--- src/r110_pkg.sv ---
package r110_pkg;

    localparam int CHUNK_W  = 64;
    localparam int LEN_W    = 9;
    localparam int ONES_W   = 9;
    localparam int RISE_W   = 8;
    localparam int GLIDER_W = 8;

    localparam int LEN_RESET = 200;
    localparam int LEN_MIN   = 3;

    typedef logic [1:0]          t_action;
    typedef logic [1:0]          t_cidx;
    typedef logic [CHUNK_W-1:0]  t_chunk;
    typedef logic [LEN_W-1:0]    t_len;
    typedef logic [ONES_W-1:0]   t_ones;
    typedef logic [RISE_W-1:0]   t_rise;
    typedef logic [GLIDER_W-1:0] t_glider;

    localparam t_action ACT_LOAD = 2'd0;
    localparam t_action ACT_ADV  = 2'd1;
    localparam t_action ACT_READ = 2'd2;

    // Rule 110 truth table, indexed by {left, centre, right}
    localparam logic [7:0] RULE_CODE = 8'b0110_1110;

    function automatic logic f_rule(input logic l, input logic c, input logic r);
        logic [2:0] pat;
        pat = {l, c, r};
        return RULE_CODE[pat];
    endfunction

    // population count of a 64-bit word as a balanced adder tree
    function automatic logic [6:0] f_pop64(input logic [63:0] v);
        logic [1:0] s1 [32];
        logic [2:0] s2 [16];
        logic [3:0] s3 [8];
        logic [4:0] s4 [4];
        logic [5:0] s5 [2];
        for (int i = 0; i < 32; i++) begin
            s1[i] = {1'b0, v[2*i]} + {1'b0, v[2*i+1]};
        end
        for (int i = 0; i < 16; i++) begin
            s2[i] = {1'b0, s1[2*i]} + {1'b0, s1[2*i+1]};
        end
        for (int i = 0; i < 8; i++) begin
            s3[i] = {1'b0, s2[2*i]} + {1'b0, s2[2*i+1]};
        end
        for (int i = 0; i < 4; i++) begin
            s4[i] = {1'b0, s3[2*i]} + {1'b0, s3[2*i+1]};
        end
        for (int i = 0; i < 2; i++) begin
            s5[i] = {1'b0, s4[2*i]} + {1'b0, s4[2*i+1]};
        end
        return {1'b0, s5[0]} + {1'b0, s5[1]};
    endfunction

endpackage

--- src/r110_req_if.sv ---
interface r110_req_if;
    import r110_pkg::*;

    logic    valid;
    logic    ready;
    t_action action;
    t_cidx   chunk_index;
    t_chunk  chunk_in;

    modport source(output valid, action, chunk_index, chunk_in, input ready);
    modport sink(input valid, action, chunk_index, chunk_in, output ready);
endinterface

--- src/r110_rsp_if.sv ---
interface r110_rsp_if;
    import r110_pkg::*;

    logic    valid;
    logic    ready;
    t_chunk  chunk_out;
    t_ones   ones_count;
    t_rise   rise_count;
    t_glider glider_count;

    modport source(output valid, chunk_out, ones_count, rise_count, glider_count, input ready);
    modport sink(input valid, chunk_out, ones_count, rise_count, glider_count, output ready);
endinterface

--- src/r110_ram.sv ---
module r110_ram #(
    parameter int WIDTH = 64,
    parameter int DEPTH = 4
) (
    input  logic                                    i_clk,
    input  logic                                    i_we,
    input  logic [(DEPTH > 1 ? $clog2(DEPTH) : 1)-1:0] i_waddr,
    input  logic [WIDTH-1:0]                        i_wdata,
    input  logic [(DEPTH > 1 ? $clog2(DEPTH) : 1)-1:0] i_raddr,
    output logic [WIDTH-1:0]                        o_rdata
);

    logic [WIDTH-1:0] r_mem [DEPTH];
    logic [WIDTH-1:0] r_rdata;

    always_ff @(posedge i_clk) begin
        if (i_we) begin
            r_mem[i_waddr] <= i_wdata;
        end
        r_rdata <= r_mem[i_raddr];
    end

    assign o_rdata = r_rdata;

endmodule

--- src/rule110_ring_automaton_top.sv ---
// Rule 110 ring of up to MAX_CELLS binary cells, held as 64-cell words in one
// RAM. Every request (load a chunk, advance one generation with wraparound,
// or read a chunk) runs one read-modify-write pass over all words and returns
// the addressed chunk plus live-cell, 0-to-1 pair and glider-window counts.
// A request first runs three set-up reads: word 0, the word holding the last
// active cell (for the wraparound neighbours) and word 1. Then one word per
// cycle goes through the single RAM read port, and one stage of adder tree
// closes the counts. The next request is accepted once the result sits in
// the output register. Cells beyond a shortened ring are cleared lazily
// by the next pass, so the block needs no clearing pass after reset or a
// length write; no request should be issued in the same cycle as a write.
module rule110_ring_automaton_top #(
    parameter int MAX_CELLS = 256
) (
    input  logic            i_clk,
    input  logic            i_rst_n,
    input  logic            i_cfg_we,
    input  r110_pkg::t_len  i_cfg_wdata,
    r110_req_if.sink        i_req,
    r110_rsp_if.source      o_rsp
);
    import r110_pkg::*;

    localparam int W  = (MAX_CELLS + 63) / 64;
    localparam int AW = (W > 1) ? $clog2(W) : 1;
    localparam int CW = $clog2(MAX_CELLS + 1);
    localparam int LW = (CW > LEN_W) ? CW : LEN_W;
    localparam int SW = (AW > 2) ? AW : 2;
    localparam logic [CW-1:0] LEN_RST =
        CW'((LEN_RESET < MAX_CELLS) ? LEN_RESET : MAX_CELLS);

    typedef enum logic [2:0] {
        S_IDLE, S_RD0, S_RDL, S_RD1, S_RUN, S_DRAIN, S_DONE
    } t_state;

    // bits k of a word at cell base where base+k < lim
    function automatic logic [63:0] f_mask(input logic [CW-1:0] lim,
                                           input logic [CW-1:0] base);
        logic [CW-1:0] d;
        d = lim - base;
        if (lim <= base) begin
            return '0;
        end else if (d >= CW'(64)) begin
            return '1;
        end else begin
            return ~({64{1'b1}} << d[5:0]);
        end
    endfunction

    function automatic logic [LW-1:0] f_sat(input logic [CW-1:0] v, input int maxv);
        if (LW'(v) > LW'(maxv)) begin
            return LW'(maxv);
        end else begin
            return LW'(v);
        end
    endfunction

    t_state         r_state;
    logic [CW-1:0]  r_len;
    logic [CW-1:0]  r_lim;     // stored cells at or above this read as zero
    t_action        r_action;
    t_cidx          r_cidx;
    t_chunk         r_data;
    logic [AW-1:0]  r_w;
    logic [63:0]    r_cur;
    logic           r_ptop;
    logic           r_first;
    logic           r_last;

    logic           r_s_valid;
    logic [63:0]    r_s_word;
    logic [63:0]    r_s_mask;
    logic           r_s_first;
    logic           r_s_sel;
    logic           r_p1;
    logic           r_p0;

    logic [CW-1:0]  r_ones;
    logic [CW-1:0]  r_rises;
    logic [CW-1:0]  r_gliders;
    t_chunk         r_chunk;

    logic           r_rsp_valid;
    t_chunk         r_rsp_chunk;
    t_ones          r_rsp_ones;
    t_rise          r_rsp_rise;
    t_glider        r_rsp_glider;

    logic [AW-1:0]  ram_raddr;
    logic [AW-1:0]  ram_waddr;
    logic           ram_we;
    logic [63:0]    ram_rdata;

    logic [CW-1:0]  n_len;
    logic [CW-1:0]  nm1;
    logic [AW-1:0]  l_word;
    logic           req_acc;
    logic           w_last;
    logic [CW-1:0]  base;
    logic [CW-1:0]  base_next;
    logic [63:0]    n_cur;
    logic           next_bit;
    logic [63:0]    lvec;
    logic [63:0]    rvec;
    logic [63:0]    adv;
    logic [63:0]    mask_n;
    logic [63:0]    n_word;
    logic           n_sel;
    logic [65:0]    xv;
    logic [63:0]    rise_v;
    logic [63:0]    gl_v;
    logic [CW-1:0]  pop_ones;
    logic [CW-1:0]  pop_rise;
    logic [CW-1:0]  pop_gl;
    logic           rsp_load;

    r110_ram #(
        .WIDTH (64),
        .DEPTH (W)
    ) u_cells (
        .i_clk   (i_clk),
        .i_we    (ram_we),
        .i_waddr (ram_waddr),
        .i_wdata (n_word),
        .i_raddr (ram_raddr),
        .o_rdata (ram_rdata)
    );

    always_comb begin
        logic [LW-1:0] v;
        v = LW'(i_cfg_wdata);
        if (v < LW'(LEN_MIN)) begin
            v = LW'(LEN_MIN);
        end
        if (v > LW'(MAX_CELLS)) begin
            v = LW'(MAX_CELLS);
        end
        n_len = CW'(v);
    end

    assign nm1     = r_len - CW'(1);
    assign l_word  = AW'(nm1 >> 6);
    assign req_acc = i_req.valid && i_req.ready;
    assign w_last  = (r_w == AW'(W - 1));

    always_comb begin
        case (r_state)
            S_RD0:   ram_raddr = '0;
            S_RDL:   ram_raddr = l_word;
            S_RD1:   ram_raddr = AW'(1);
            default: ram_raddr = r_w + AW'(2);
        endcase
    end

    // word update: neighbours come from the old words on either side
    always_comb begin
        base      = CW'({r_w, 6'b0});
        base_next = CW'({r_w + AW'(1), 6'b0});
        n_cur     = ram_rdata & f_mask(r_lim, base_next);
        next_bit  = w_last ? 1'b0 : n_cur[0];
        lvec      = {r_cur[62:0], (r_w == '0) ? r_last : r_ptop};
        rvec      = {next_bit, r_cur[63:1]};
        if (l_word == r_w) begin
            rvec[nm1[5:0]] = r_first;
        end
        for (int k = 0; k < 64; k++) begin
            adv[k] = f_rule(lvec[k], r_cur[k], rvec[k]);
        end
        mask_n = f_mask(r_len, base);
        n_sel  = (SW'(r_cidx) == SW'(r_w));
        case (r_action)
            ACT_LOAD: n_word = n_sel ? (r_data & mask_n) : r_cur;
            ACT_ADV:  n_word = adv & mask_n;
            default:  n_word = r_cur;
        endcase
    end

    assign ram_we    = (r_state == S_RUN);
    assign ram_waddr = r_w;

    // counts over the new word, with the last two bits of the word before
    always_comb begin
        xv = {r_s_word, r_p1, r_p0};
        for (int k = 0; k < 64; k++) begin
            rise_v[k] = ~xv[k+1] & xv[k+2];
            gl_v[k]   = xv[k+1] & (xv[k] ^ xv[k+2]) & r_s_mask[k];
        end
        if (r_s_first) begin
            rise_v[0]   = 1'b0;
            gl_v[1:0]   = 2'b00;
        end
        pop_ones = CW'(f_pop64(r_s_word));
        pop_rise = CW'(f_pop64(rise_v));
        pop_gl   = CW'(f_pop64(gl_v));
    end

    assign rsp_load = (r_state == S_DONE) && (!r_rsp_valid || o_rsp.ready);

    always_ff @(posedge i_clk) begin
        if (!i_rst_n) begin
            r_state     <= S_IDLE;
            r_len       <= LEN_RST;
            r_lim       <= '0;
            r_s_valid   <= 1'b0;
            r_rsp_valid <= 1'b0;
        end else begin
            r_s_valid <= (r_state == S_RUN);

            if (i_cfg_we) begin
                r_len <= n_len;
                if (n_len < r_lim) begin
                    r_lim <= n_len;
                end
            end else if (r_state == S_RUN && w_last) begin
                r_lim <= r_len;
            end

            case (r_state)
                S_IDLE: begin
                    if (req_acc) begin
                        r_action <= i_req.action;
                        r_cidx   <= i_req.chunk_index;
                        r_data   <= i_req.chunk_in;
                        r_chunk  <= '0;
                        r_state  <= S_RD0;
                    end
                end
                S_RD0: begin
                    r_state <= S_RDL;
                end
                S_RDL: begin
                    r_cur   <= ram_rdata & f_mask(r_lim, '0);
                    r_first <= ram_rdata[0] & (r_lim != '0);
                    r_state <= S_RD1;
                end
                S_RD1: begin
                    r_last  <= ram_rdata[nm1[5:0]] & (nm1 < r_lim);
                    r_w     <= '0;
                    r_state <= S_RUN;
                end
                S_RUN: begin
                    r_cur     <= n_cur;
                    r_ptop    <= r_cur[63];
                    r_w       <= r_w + AW'(1);
                    r_s_word  <= n_word;
                    r_s_mask  <= mask_n;
                    r_s_first <= (r_w == '0);
                    r_s_sel   <= n_sel;
                    if (w_last) begin
                        r_state <= S_DRAIN;
                    end
                end
                S_DRAIN: begin
                    r_state <= S_DONE;
                end
                S_DONE: begin
                    if (rsp_load) begin
                        r_state <= S_IDLE;
                    end
                end
                default: begin
                    r_state <= S_IDLE;
                end
            endcase

            if (r_s_valid) begin
                r_ones    <= (r_s_first ? '0 : r_ones) + pop_ones;
                r_rises   <= (r_s_first ? '0 : r_rises) + pop_rise;
                r_gliders <= (r_s_first ? '0 : r_gliders) + pop_gl;
                r_p1      <= r_s_word[63];
                r_p0      <= r_s_word[62];
                if (r_s_sel) begin
                    r_chunk <= r_s_word;
                end
            end

            if (rsp_load) begin
                r_rsp_valid  <= 1'b1;
                r_rsp_chunk  <= r_chunk;
                r_rsp_ones   <= ONES_W'(f_sat(r_ones, (1 << ONES_W) - 1));
                r_rsp_rise   <= RISE_W'(f_sat(r_rises, (1 << RISE_W) - 1));
                r_rsp_glider <= GLIDER_W'(f_sat(r_gliders, (1 << GLIDER_W) - 1));
            end else if (o_rsp.ready) begin
                r_rsp_valid <= 1'b0;
            end
        end
    end

    assign i_req.ready        = (r_state == S_IDLE);
    assign o_rsp.valid        = r_rsp_valid;
    assign o_rsp.chunk_out    = r_rsp_chunk;
    assign o_rsp.ones_count   = r_rsp_ones;
    assign o_rsp.rise_count   = r_rsp_rise;
    assign o_rsp.glider_count = r_rsp_glider;

    a_lim_le_len: assert property (@(posedge i_clk) disable iff (!i_rst_n)
        r_lim <= r_len)
        else $error("clear limit above ring length");

    a_acc_starts_pass: assert property (@(posedge i_clk) disable iff (!i_rst_n)
        req_acc |=> (r_state == S_RD0))
        else $error("accepted request did not start a pass");

    a_no_rw_clash: assert property (@(posedge i_clk) disable iff (!i_rst_n)
        (r_state == S_RUN && (int'(r_w) + 2 < W)) |-> (ram_raddr != ram_waddr))
        else $error("read and write to the same word in one cycle");

    a_ones_bound: assert property (@(posedge i_clk) disable iff (!i_rst_n)
        (r_state == S_DONE) |-> (r_ones <= r_len))
        else $error("live count exceeds ring length");

endmodule
--- src/flat_wrapper.sv ---
// flat-port wrapper written by rule: the top's interface ports become plain ports
module rule110_ring_automaton_top_flat import r110_pkg::*;
#(
    parameter int MAX_CELLS = 256
)
  (i_clk, i_rst_n, i_cfg_we, i_cfg_wdata, i_req_valid, i_req_action, i_req_chunk_index, i_req_chunk_in, i_req_ready, o_rsp_valid, o_rsp_chunk_out, o_rsp_ones_count, o_rsp_rise_count, o_rsp_glider_count, o_rsp_ready);
  r110_req_if i_req_i ();
  r110_rsp_if o_rsp_i ();
  input  logic i_clk;
  input  logic i_rst_n;
  input  logic i_cfg_we;
  input  r110_pkg::t_len i_cfg_wdata;
  input wire logic [$bits(i_req_i.valid)-1:0] i_req_valid;
  input wire logic [$bits(i_req_i.action)-1:0] i_req_action;
  input wire logic [$bits(i_req_i.chunk_index)-1:0] i_req_chunk_index;
  input wire logic [$bits(i_req_i.chunk_in)-1:0] i_req_chunk_in;
  output wire logic [$bits(i_req_i.ready)-1:0] i_req_ready;
  output wire logic [$bits(o_rsp_i.valid)-1:0] o_rsp_valid;
  output wire logic [$bits(o_rsp_i.chunk_out)-1:0] o_rsp_chunk_out;
  output wire logic [$bits(o_rsp_i.ones_count)-1:0] o_rsp_ones_count;
  output wire logic [$bits(o_rsp_i.rise_count)-1:0] o_rsp_rise_count;
  output wire logic [$bits(o_rsp_i.glider_count)-1:0] o_rsp_glider_count;
  input wire logic [$bits(o_rsp_i.ready)-1:0] o_rsp_ready;
  assign i_req_i.valid = i_req_valid;
  assign i_req_i.action = i_req_action;
  assign i_req_i.chunk_index = i_req_chunk_index;
  assign i_req_i.chunk_in = i_req_chunk_in;
  assign i_req_ready = i_req_i.ready;
  assign o_rsp_valid = o_rsp_i.valid;
  assign o_rsp_chunk_out = o_rsp_i.chunk_out;
  assign o_rsp_ones_count = o_rsp_i.ones_count;
  assign o_rsp_rise_count = o_rsp_i.rise_count;
  assign o_rsp_glider_count = o_rsp_i.glider_count;
  assign o_rsp_i.ready = o_rsp_ready;
  rule110_ring_automaton_top #(.MAX_CELLS(MAX_CELLS)) u_core (.i_clk(i_clk), .i_rst_n(i_rst_n), .i_cfg_we(i_cfg_we), .i_cfg_wdata(i_cfg_wdata), .i_req(i_req_i), .o_rsp(o_rsp_i));
endmodule
--- config.mk ---
export PLATFORM = sky130hd
export DESIGN_NAME = rule110_ring_automaton_top_flat
export DESIGN_NICKNAME = d
export VERILOG_FILES = /design/src/r110_pkg.sv /design/src/r110_req_if.sv /design/src/r110_rsp_if.sv /design/src/r110_ram.sv /design/src/rule110_ring_automaton_top.sv /design/src/flat_wrapper.sv
export SDC_FILE = /design/constraint.sdc
export NUM_CORES = 2
export LEC_CHECK = 0
export BUFFER_PORTS_ARGS = -buffer_cell sky130_fd_sc_hd__clkbuf_2
export CORE_UTILIZATION = 49
export DETAILED_ROUTE_END_ITERATION = 12
export GPL_ROUTABILITY_DRIVEN = 0
export PLACE_DENSITY = 0.7
export SETUP_SLACK_MARGIN = 0.3
export SYNTH_ARGS = -nofsm -noshare
export SYNTH_HDL_FRONTEND = slang
export SYNTH_SLANG_ARGS = --single-unit
--- constraint.sdc ---
create_clock -name i_clk -period 19.9 [get_ports i_clk]
set_input_delay 3.98 -clock i_clk [delete_from_list [all_inputs] [get_ports i_clk]]
set_output_delay 3.98 -clock i_clk [all_outputs]
set_load 0.02 [all_outputs]
# After elaboration in Yosys (flattened, before gate mapping)
# Memories as Yosys holds them, arrays and structs flattened. A register that Yosys moved wholly into a read port is not among the register bits.
# Index checks and enable logic that the tools add are counted.
[word_totals] n_memories=65 out_inout_bits=91 register_bits=472 mem_bits_rw=256 word_cells=845 in_bits=82 latch_bits=0 mem_bits_ro=512
[memory_table] memory="u_core.u_cells.r_mem" depth=4 width=64 rd=1 rd_clocked_by_memory_dff=1 write_ports=1 line="r110_ram.sv:13" text="logic [WIDTH-1:0] r_mem [DEPTH];"
[memory_table] memory="(name not given)" depth=8 width=1 rd=1 rd_clocked_by_memory_dff=0 write_ports=0 line="r110_pkg.sv:30" text="return RULE_CODE[pat];"
[memory_table] memory="(name not given)" depth=8 width=1 rd=1 rd_clocked_by_memory_dff=0 write_ports=0 line="r110_pkg.sv:30"
[memory_table] memory="(name not given)" depth=8 width=1 rd=1 rd_clocked_by_memory_dff=0 write_ports=0 line="r110_pkg.sv:30"
[memory_table] memory="(name not given)" depth=8 width=1 rd=1 rd_clocked_by_memory_dff=0 write_ports=0 line="r110_pkg.sv:30"
[memory_table] memory="(name not given)" depth=8 width=1 rd=1 rd_clocked_by_memory_dff=0 write_ports=0 line="r110_pkg.sv:30"
[memory_table] memory="+59 memories"
[op_classes] n_addsub=197 n_reduce_logical=24 order_cmp=79 n_shift=3 n_mul=0 div_mod_pow=0 eq_ne=14 bitwise_logic=329 n_mux=107
[op_table] cell="two-way mux 64 bit" n=14
[op_table] cell="bitwise AND 64 bit" n=4
[op_table] cell="< comparator 3 x 4 -> 1 bit (second input constant)" n=64
[op_table] cell="case mux 64 bit (2 select lines)" n=2
[op_table] cell="bitwise AND 1 bit" n=194
[op_table] cell="adder 1 x 1 -> 2 bit" n=96
[op_table] cell="NOT 64 bit" n=3
[op_table] cell="left shift 64 x 6 -> 64 bit (first input constant)" n=3
[op_table] cell="adder 2 x 2 -> 3 bit" n=48
[op_table] cell="adder 3 x 3 -> 4 bit" n=24
[op_table] cell="two-way mux 1 bit" n=73
[op_table] cell="two-way mux 9 bit" n=8
[op_table] cell="bitwise mux 64 bit" n=1
[op_table] cell="NOT 1 bit" n=64
[op_table] cell="bitwise XOR 1 bit" n=64
[op_table] cell="adder 4 x 4 -> 5 bit" n=12
[op_table] cell="adder 5 x 5 -> 6 bit" n=6
[op_table] cell="adder 9 x 7 -> 9 bit" n=3
[op_table] cell=">= comparator 9 x 7 -> 1 bit (second input constant)" n=3
[op_table] cell="adder 6 x 6 -> 7 bit" n=3
[op_table] cell="case mux 3 bit (7 select lines)" n=1
[op_table] cell="greater-than comparator 9 x 8 -> 1 bit (second input constant)" n=2
[op_table] cell="greater-than comparator 9 bit (second input constant)" n=2
[op_table] cell="<= comparator 9 x 8 -> 1 bit" n=2
[op_table] cell="32 further kinds" n=57

# Logic depth before layout (Yosys ltp)
[logic_depth] ltp_word=14 depth_mapped=25 mapped_depth_nobuf=25

# Hierarchy
# A second synthesis with hierarchy kept.
[unflattened] hier_cells=3028 hier_area_um2=40487.6
[modules_own_cells] module="rule110_ring_automaton_top" cells_each=2626 instances=1 seq_area_each_um2=13943.4 area_each_um2=29864.9
[modules_own_cells] module="r110_ram" cells_each=402 instances=1 seq_area_each_um2=8968.6 area_each_um2=10622.7

# Worst setup path after synthesis
# OpenSTA, ideal clock, no wires.
[synth_path] kind="in2reg" startpoint="input i_rst_n" endpoint="register u_core.r_cur[0], enable pin" arrival_ns=8.598 setup_ns=0.574 t_required_ns=19.326 path_stages=2 path_buffers=0 setup_slack_ns=10.728 path_cell_list="nand2b_1 -> o21ai_0"
[synth_via] elab_chain_len=1
[synth_rtl] item="from (decl)" line="flat_wrapper.sv:10" text="input logic i_rst_n;"
[synth_rtl] item="AND reduction 2 bit (no line)"
[synth_rtl] item="to (signal assigned)" line="rule110_ring_automaton_top.sv:232" text="r_cur <= ram_rdata & f_mask(r_lim, '0);"
[synth_rtl] item="to (signal assigned)" line="rule110_ring_automaton_top.sv:242" text="r_cur <= n_cur;"
[synth_rtl] item="to (decl)" line="rule110_ring_automaton_top.sv:65" text="logic [63:0] r_cur;"
# Every way passes these cells.
# A chain may end at the register's enable or synchronous reset.

# Worst setup path after layout
[layout_path] startpoint="register u_core.r_s_word[40]" endpoint="register u_core.r_gliders[8], data pin"
[layout_via] elab_chain_len=10 elab_cells_between_ends=16 classes_between="add/sub: 8; bitwise: 8"
[layout_rtl] item="from (decl)" line="rule110_ring_automaton_top.sv:71" text="logic [63:0] r_s_word;"
[layout_rtl] item="from (signal assigned)" line="rule110_ring_automaton_top.sv:245" text="r_s_word <= n_word;"
[layout_rtl] item="bitwise XOR 1 bit" line="rule110_ring_automaton_top.sv:186" text="gl_v[k] = xv[k+1] & (xv[k] ^ xv[k+2]) & r_s_mask[k];"
[layout_rtl] item="bitwise AND 1 bit (2 in series)" line="rule110_ring_automaton_top.sv:186"
[layout_rtl] item="adder 1 x 1 -> 2 bit" line="r110_pkg.sv:41" text="s1[i] = {1'b0, v[2*i]} + {1'b0, v[2*i+1]};"
[layout_rtl] item="adder 2 x 2 -> 3 bit (*)" line="r110_pkg.sv:44" text="s2[i] = {1'b0, s1[2*i]} + {1'b0, s1[2*i+1]};"
[layout_rtl] item="adder 3 x 3 -> 4 bit (*)" line="r110_pkg.sv:47" text="s3[i] = {1'b0, s2[2*i]} + {1'b0, s2[2*i+1]};"
[layout_rtl] item="adder 4 x 4 -> 5 bit (*)" line="r110_pkg.sv:50" text="s4[i] = {1'b0, s3[2*i]} + {1'b0, s3[2*i+1]};"
[layout_rtl] item="adder 5 x 5 -> 6 bit (*)" line="r110_pkg.sv:53" text="s5[i] = {1'b0, s4[2*i]} + {1'b0, s4[2*i+1]};"
[layout_rtl] item="adder 6 x 6 -> 7 bit (*)" line="r110_pkg.sv:55" text="return {1'b0, s5[0]} + {1'b0, s5[1]};"
[layout_rtl] item="adder 9 x 7 -> 9 bit (*)" line="rule110_ring_automaton_top.sv:269" text="r_gliders <= (r_s_first ? '0 : r_gliders) + pop_gl;"
[layout_rtl] item="to (signal assigned)" line="rule110_ring_automaton_top.sv:269"
[layout_rtl] item="to (decl)" line="rule110_ring_automaton_top.sv:80" text="logic [CW-1:0] r_gliders;"
# Mark *: on every way between the ends. The rest lies on a longest branch, timed or not.

==> impl_metrics.yaml <==
logic_synthesis:
  synth_edf_count: 705
  avgSynthCellArea_um2: 12.8
  ys_seq_elements: 792
  ys.warnings.count: 0
  async_flop_share: 0
  syn_area_um2: 40900
  yosysTopAreaCell: "edfxtp_1"
  ys_seq_area_frac: 0.561
  yosys-top-cells-area: "edfxtp_1 (52%), fa_1 (8.3%), mux2i_1 (6.8%)"
  synth_ff_type: "edfxtp_1"
  yosysUniqueCellTypes: 72
  synth_top_area_frac: 0.518
  synth_fp_nets: 3618
  synthCells: 3186
timing:
  setup_viol: 0
  period_needed_ns: 7.54
  slew_headroom: 0.127
  fin_skew_ns: 0.0292
  clock.fmax_ghz: 0.133
  tightest_slew_ns: 1.30
  finalSetupTns_ns: 0
  final_hold_viol_count: 0
  finalCritPeriodShare: 0.379
  rsz0062_at_grt: "no"
  layout_setup_ws_ns: 12.36
  maxSlewViolCount: 0
setup_path:
  worstPathRequired_ns: 20.29
  path_max_fanout: 7
  reg2reg_slack_ns: 12.36
  startpoint_type: "flop"
  crit_type: "reg2reg"
  cp-end-kind: "flop"
  crit_arrival_ns: 7.93
global_routing:
  grt_pass1_vias: 25731
  grt_overflow_total: 0
  grt.busiest_layer: "met2"
  grt_pass1_wl_um: 170000
  use_met1: 0.365
  grt_use_met2: 0.422
  grt_util_all_layers: 0.274
  grt_max_degree: 129
  grt_use_met3: 0.0548
  antenna_found_initial: 2
flow_run:
  maxCapViolCount: 0
placement:
  place_ws_ns: 12.37
  port_buffers: 172
  dp_hpwl_um: 84700
layout:
  nets: 3762
  final_common_cell: "edfxtp_1"
  fin_util: 0.556
  drive_gt1_frac: 0.121
  area_growth_pct: 11.9
  mostFrequentLayoutCells: "edfxtp_1 (705), inv_1 (317), mux2i_1 (276), nand2_1 (183), ha_1 (180)"
die:
  start_util: 0.497
  coreArea_um2: 82200
  rows: 105
  ios: 173
  die_w_um: 291
  die_height_um: 291
  dieArea_um2: 84600
route:
  initialDrtViolationCount: 3398
  detail-route-antenna-nets: 0
  wire_per_inst_um: 25.9
  via_count: 26618
  via_per_inst: 5.95
  drc: 0
  firstDrtPassIters: 9
  routed_wl_um: 116000
power:
  p_per_area_nw_per_um2: 93.4
  p_total_w: 0.00427
  power_leakage_nw: 18.4
  max-vdd-ir-drop_uv: 58.9
cts:
  cts_setup_buffers: 0
  ctsResizeCount: 0
  cts_hold_buf: 0
  root_buffer: "clkbuf_16"
  cts.clk_slew.worst_paths_ns: 0.06
  clock-sinks: 792
  cts_tree: "built"
  clock_latency_ns: 0.65
  htree_levels: 3
  cts_buffers: 85
  cts_buffer_depth: 3
hold_path:
  hold_class: "reg2reg"
outcome:
  status: "completed"
-- routing by layer --
layer	vias to the layer above	wire [um]	share of wire
li1	11660	-	-
met1	13066	45000	0.39
met2	1592	52300	0.45
met3	300	11900	0.10
met4	0	6810	0.059
met5	-	0	0
-- worst max-delay path, cell delays in order (launching register included) --
cell,delay [ns]
edfxtp_1,0.51
ha_1,0.33
and3_1,0.20
fa_1,0.51
inv_1,0.06
fa_1,0.53
fa_1,0.55
inv_1,0.05
fa_1,0.51
inv_1,0.06
fa_1,0.55
fa_1,0.44
fa_1,0.49
inv_1,0.04
fa_1,0.45
fa_1,0.42
fa_1,0.46
a21o_1,0.17
a21oi_1,0.21
nor2b_1,0.07
o21a_1,0.18
o41a_1,0.33
xnor2_1,0.14
-- Yosys cell counts, types with 5 or more instances --
library cell  instances
edfxtp_1            705
inv_1               319
dfxtp_1              87
buf_2                35
clkbuf_1            109
a31oi_1               9
a22oi_1              45
buf_1                10
o311a_1               7
fa_1                170
nor4_1                7
a21oi_1              81
or2_2                21
nor3_1               88
o21ai_0             129
and3_1               62
ha_1                180
a22o_1              101
xor2_1               60
o21a_1               10
or3_1                13
mux2_2                9
xnor2_1              28
o211ai_1              5
o21ai_1              19
mux2i_1             276
nand2b_1             32
mux4_2                9
a32oi_1               5
nor2b_1              67
nor2_1              158
nand3_1              63
a21o_1                9
nand2_1             183
and2_1                9
-- final cells by class --
class                   instances  area (um2)
repair buffers                216        1210
clock buffers                 125        2460
flip-flops and latches        792       22900
diodes                          2        5.00
fillers                      6709       36500
well taps                    1070        1340
inverters                     321        1210
clock inverters                33         449
multi-input cells            1914       16200
-- flip-flops by register name (all words and copies together) (netlist names), 2 cells and up --
name                       flops
u_core.r_data                 64
u_core.o_rsp.ones_count        9
u_core.o_rsp.chunk_out        64
u_core.r_len                   9
u_core.r_s_mask               64
u_core.o_rsp.rise_count        8
u_core.u_cells.r_mem         256
u_core.r_gliders               9
u_core.r_lim                   9
u_core.r_cur                  64
u_core.r_ones                  9
u_core.o_rsp.glider_count      8
u_core.r_w                     2
u_core.r_action                2
u_core.r_rises                 9
u_core.r_state                 3
u_core.r_chunk                64
u_core.u_cells.o_rdata        64
u_core.r_cidx                  2
u_core.r_s_word               64
-- worst paths after layout --
path	cells past startpoint	start	to
setup / recovery	22	u_core.r_s_word[40]	u_core.r_gliders[8]
hold / removal	0	u_core.r_ones[2]	u_core.o_rsp.ones_count[2]
setup reg to reg	22	u_core.r_s_word[40]	u_core.r_gliders[8]
hold reg to reg	0	u_core.r_ones[2]	u_core.o_rsp.ones_count[2]
-- report_power, final --
group | internal, W | total, W | switching (W)
Sequential | 0.00190 | 0.00196 | 0.0000531
Combinational | 0.000256 | 0.000674 | 0.000418
Clock | 0.000979 | 0.00164 | 0.000661
-- through the flow --
step	hold slack (ns)	std cells	area [um2]
final	0.439	4473	45700
after global routing	0.457	4471	45700
after CTS	0.443	4471	45700
after detailed placement	0.428	4313	42800
after global placement	0.426	4313	42800
after floorplan	0.427	3186	40900
-- logic make-up after synthesis --
kind of cell	share of synthesized area
multiplexers	0.0750
XOR/XNOR	0.0189
AO/OA/AOI/OAI	0.0746
flip-flops	0.561
adder cells (fa/ha/maj)	0.138
buffers and inverters	0.0459
AND/OR/NAND/NOR	0.0866
(Power assumes the default switching activity.)
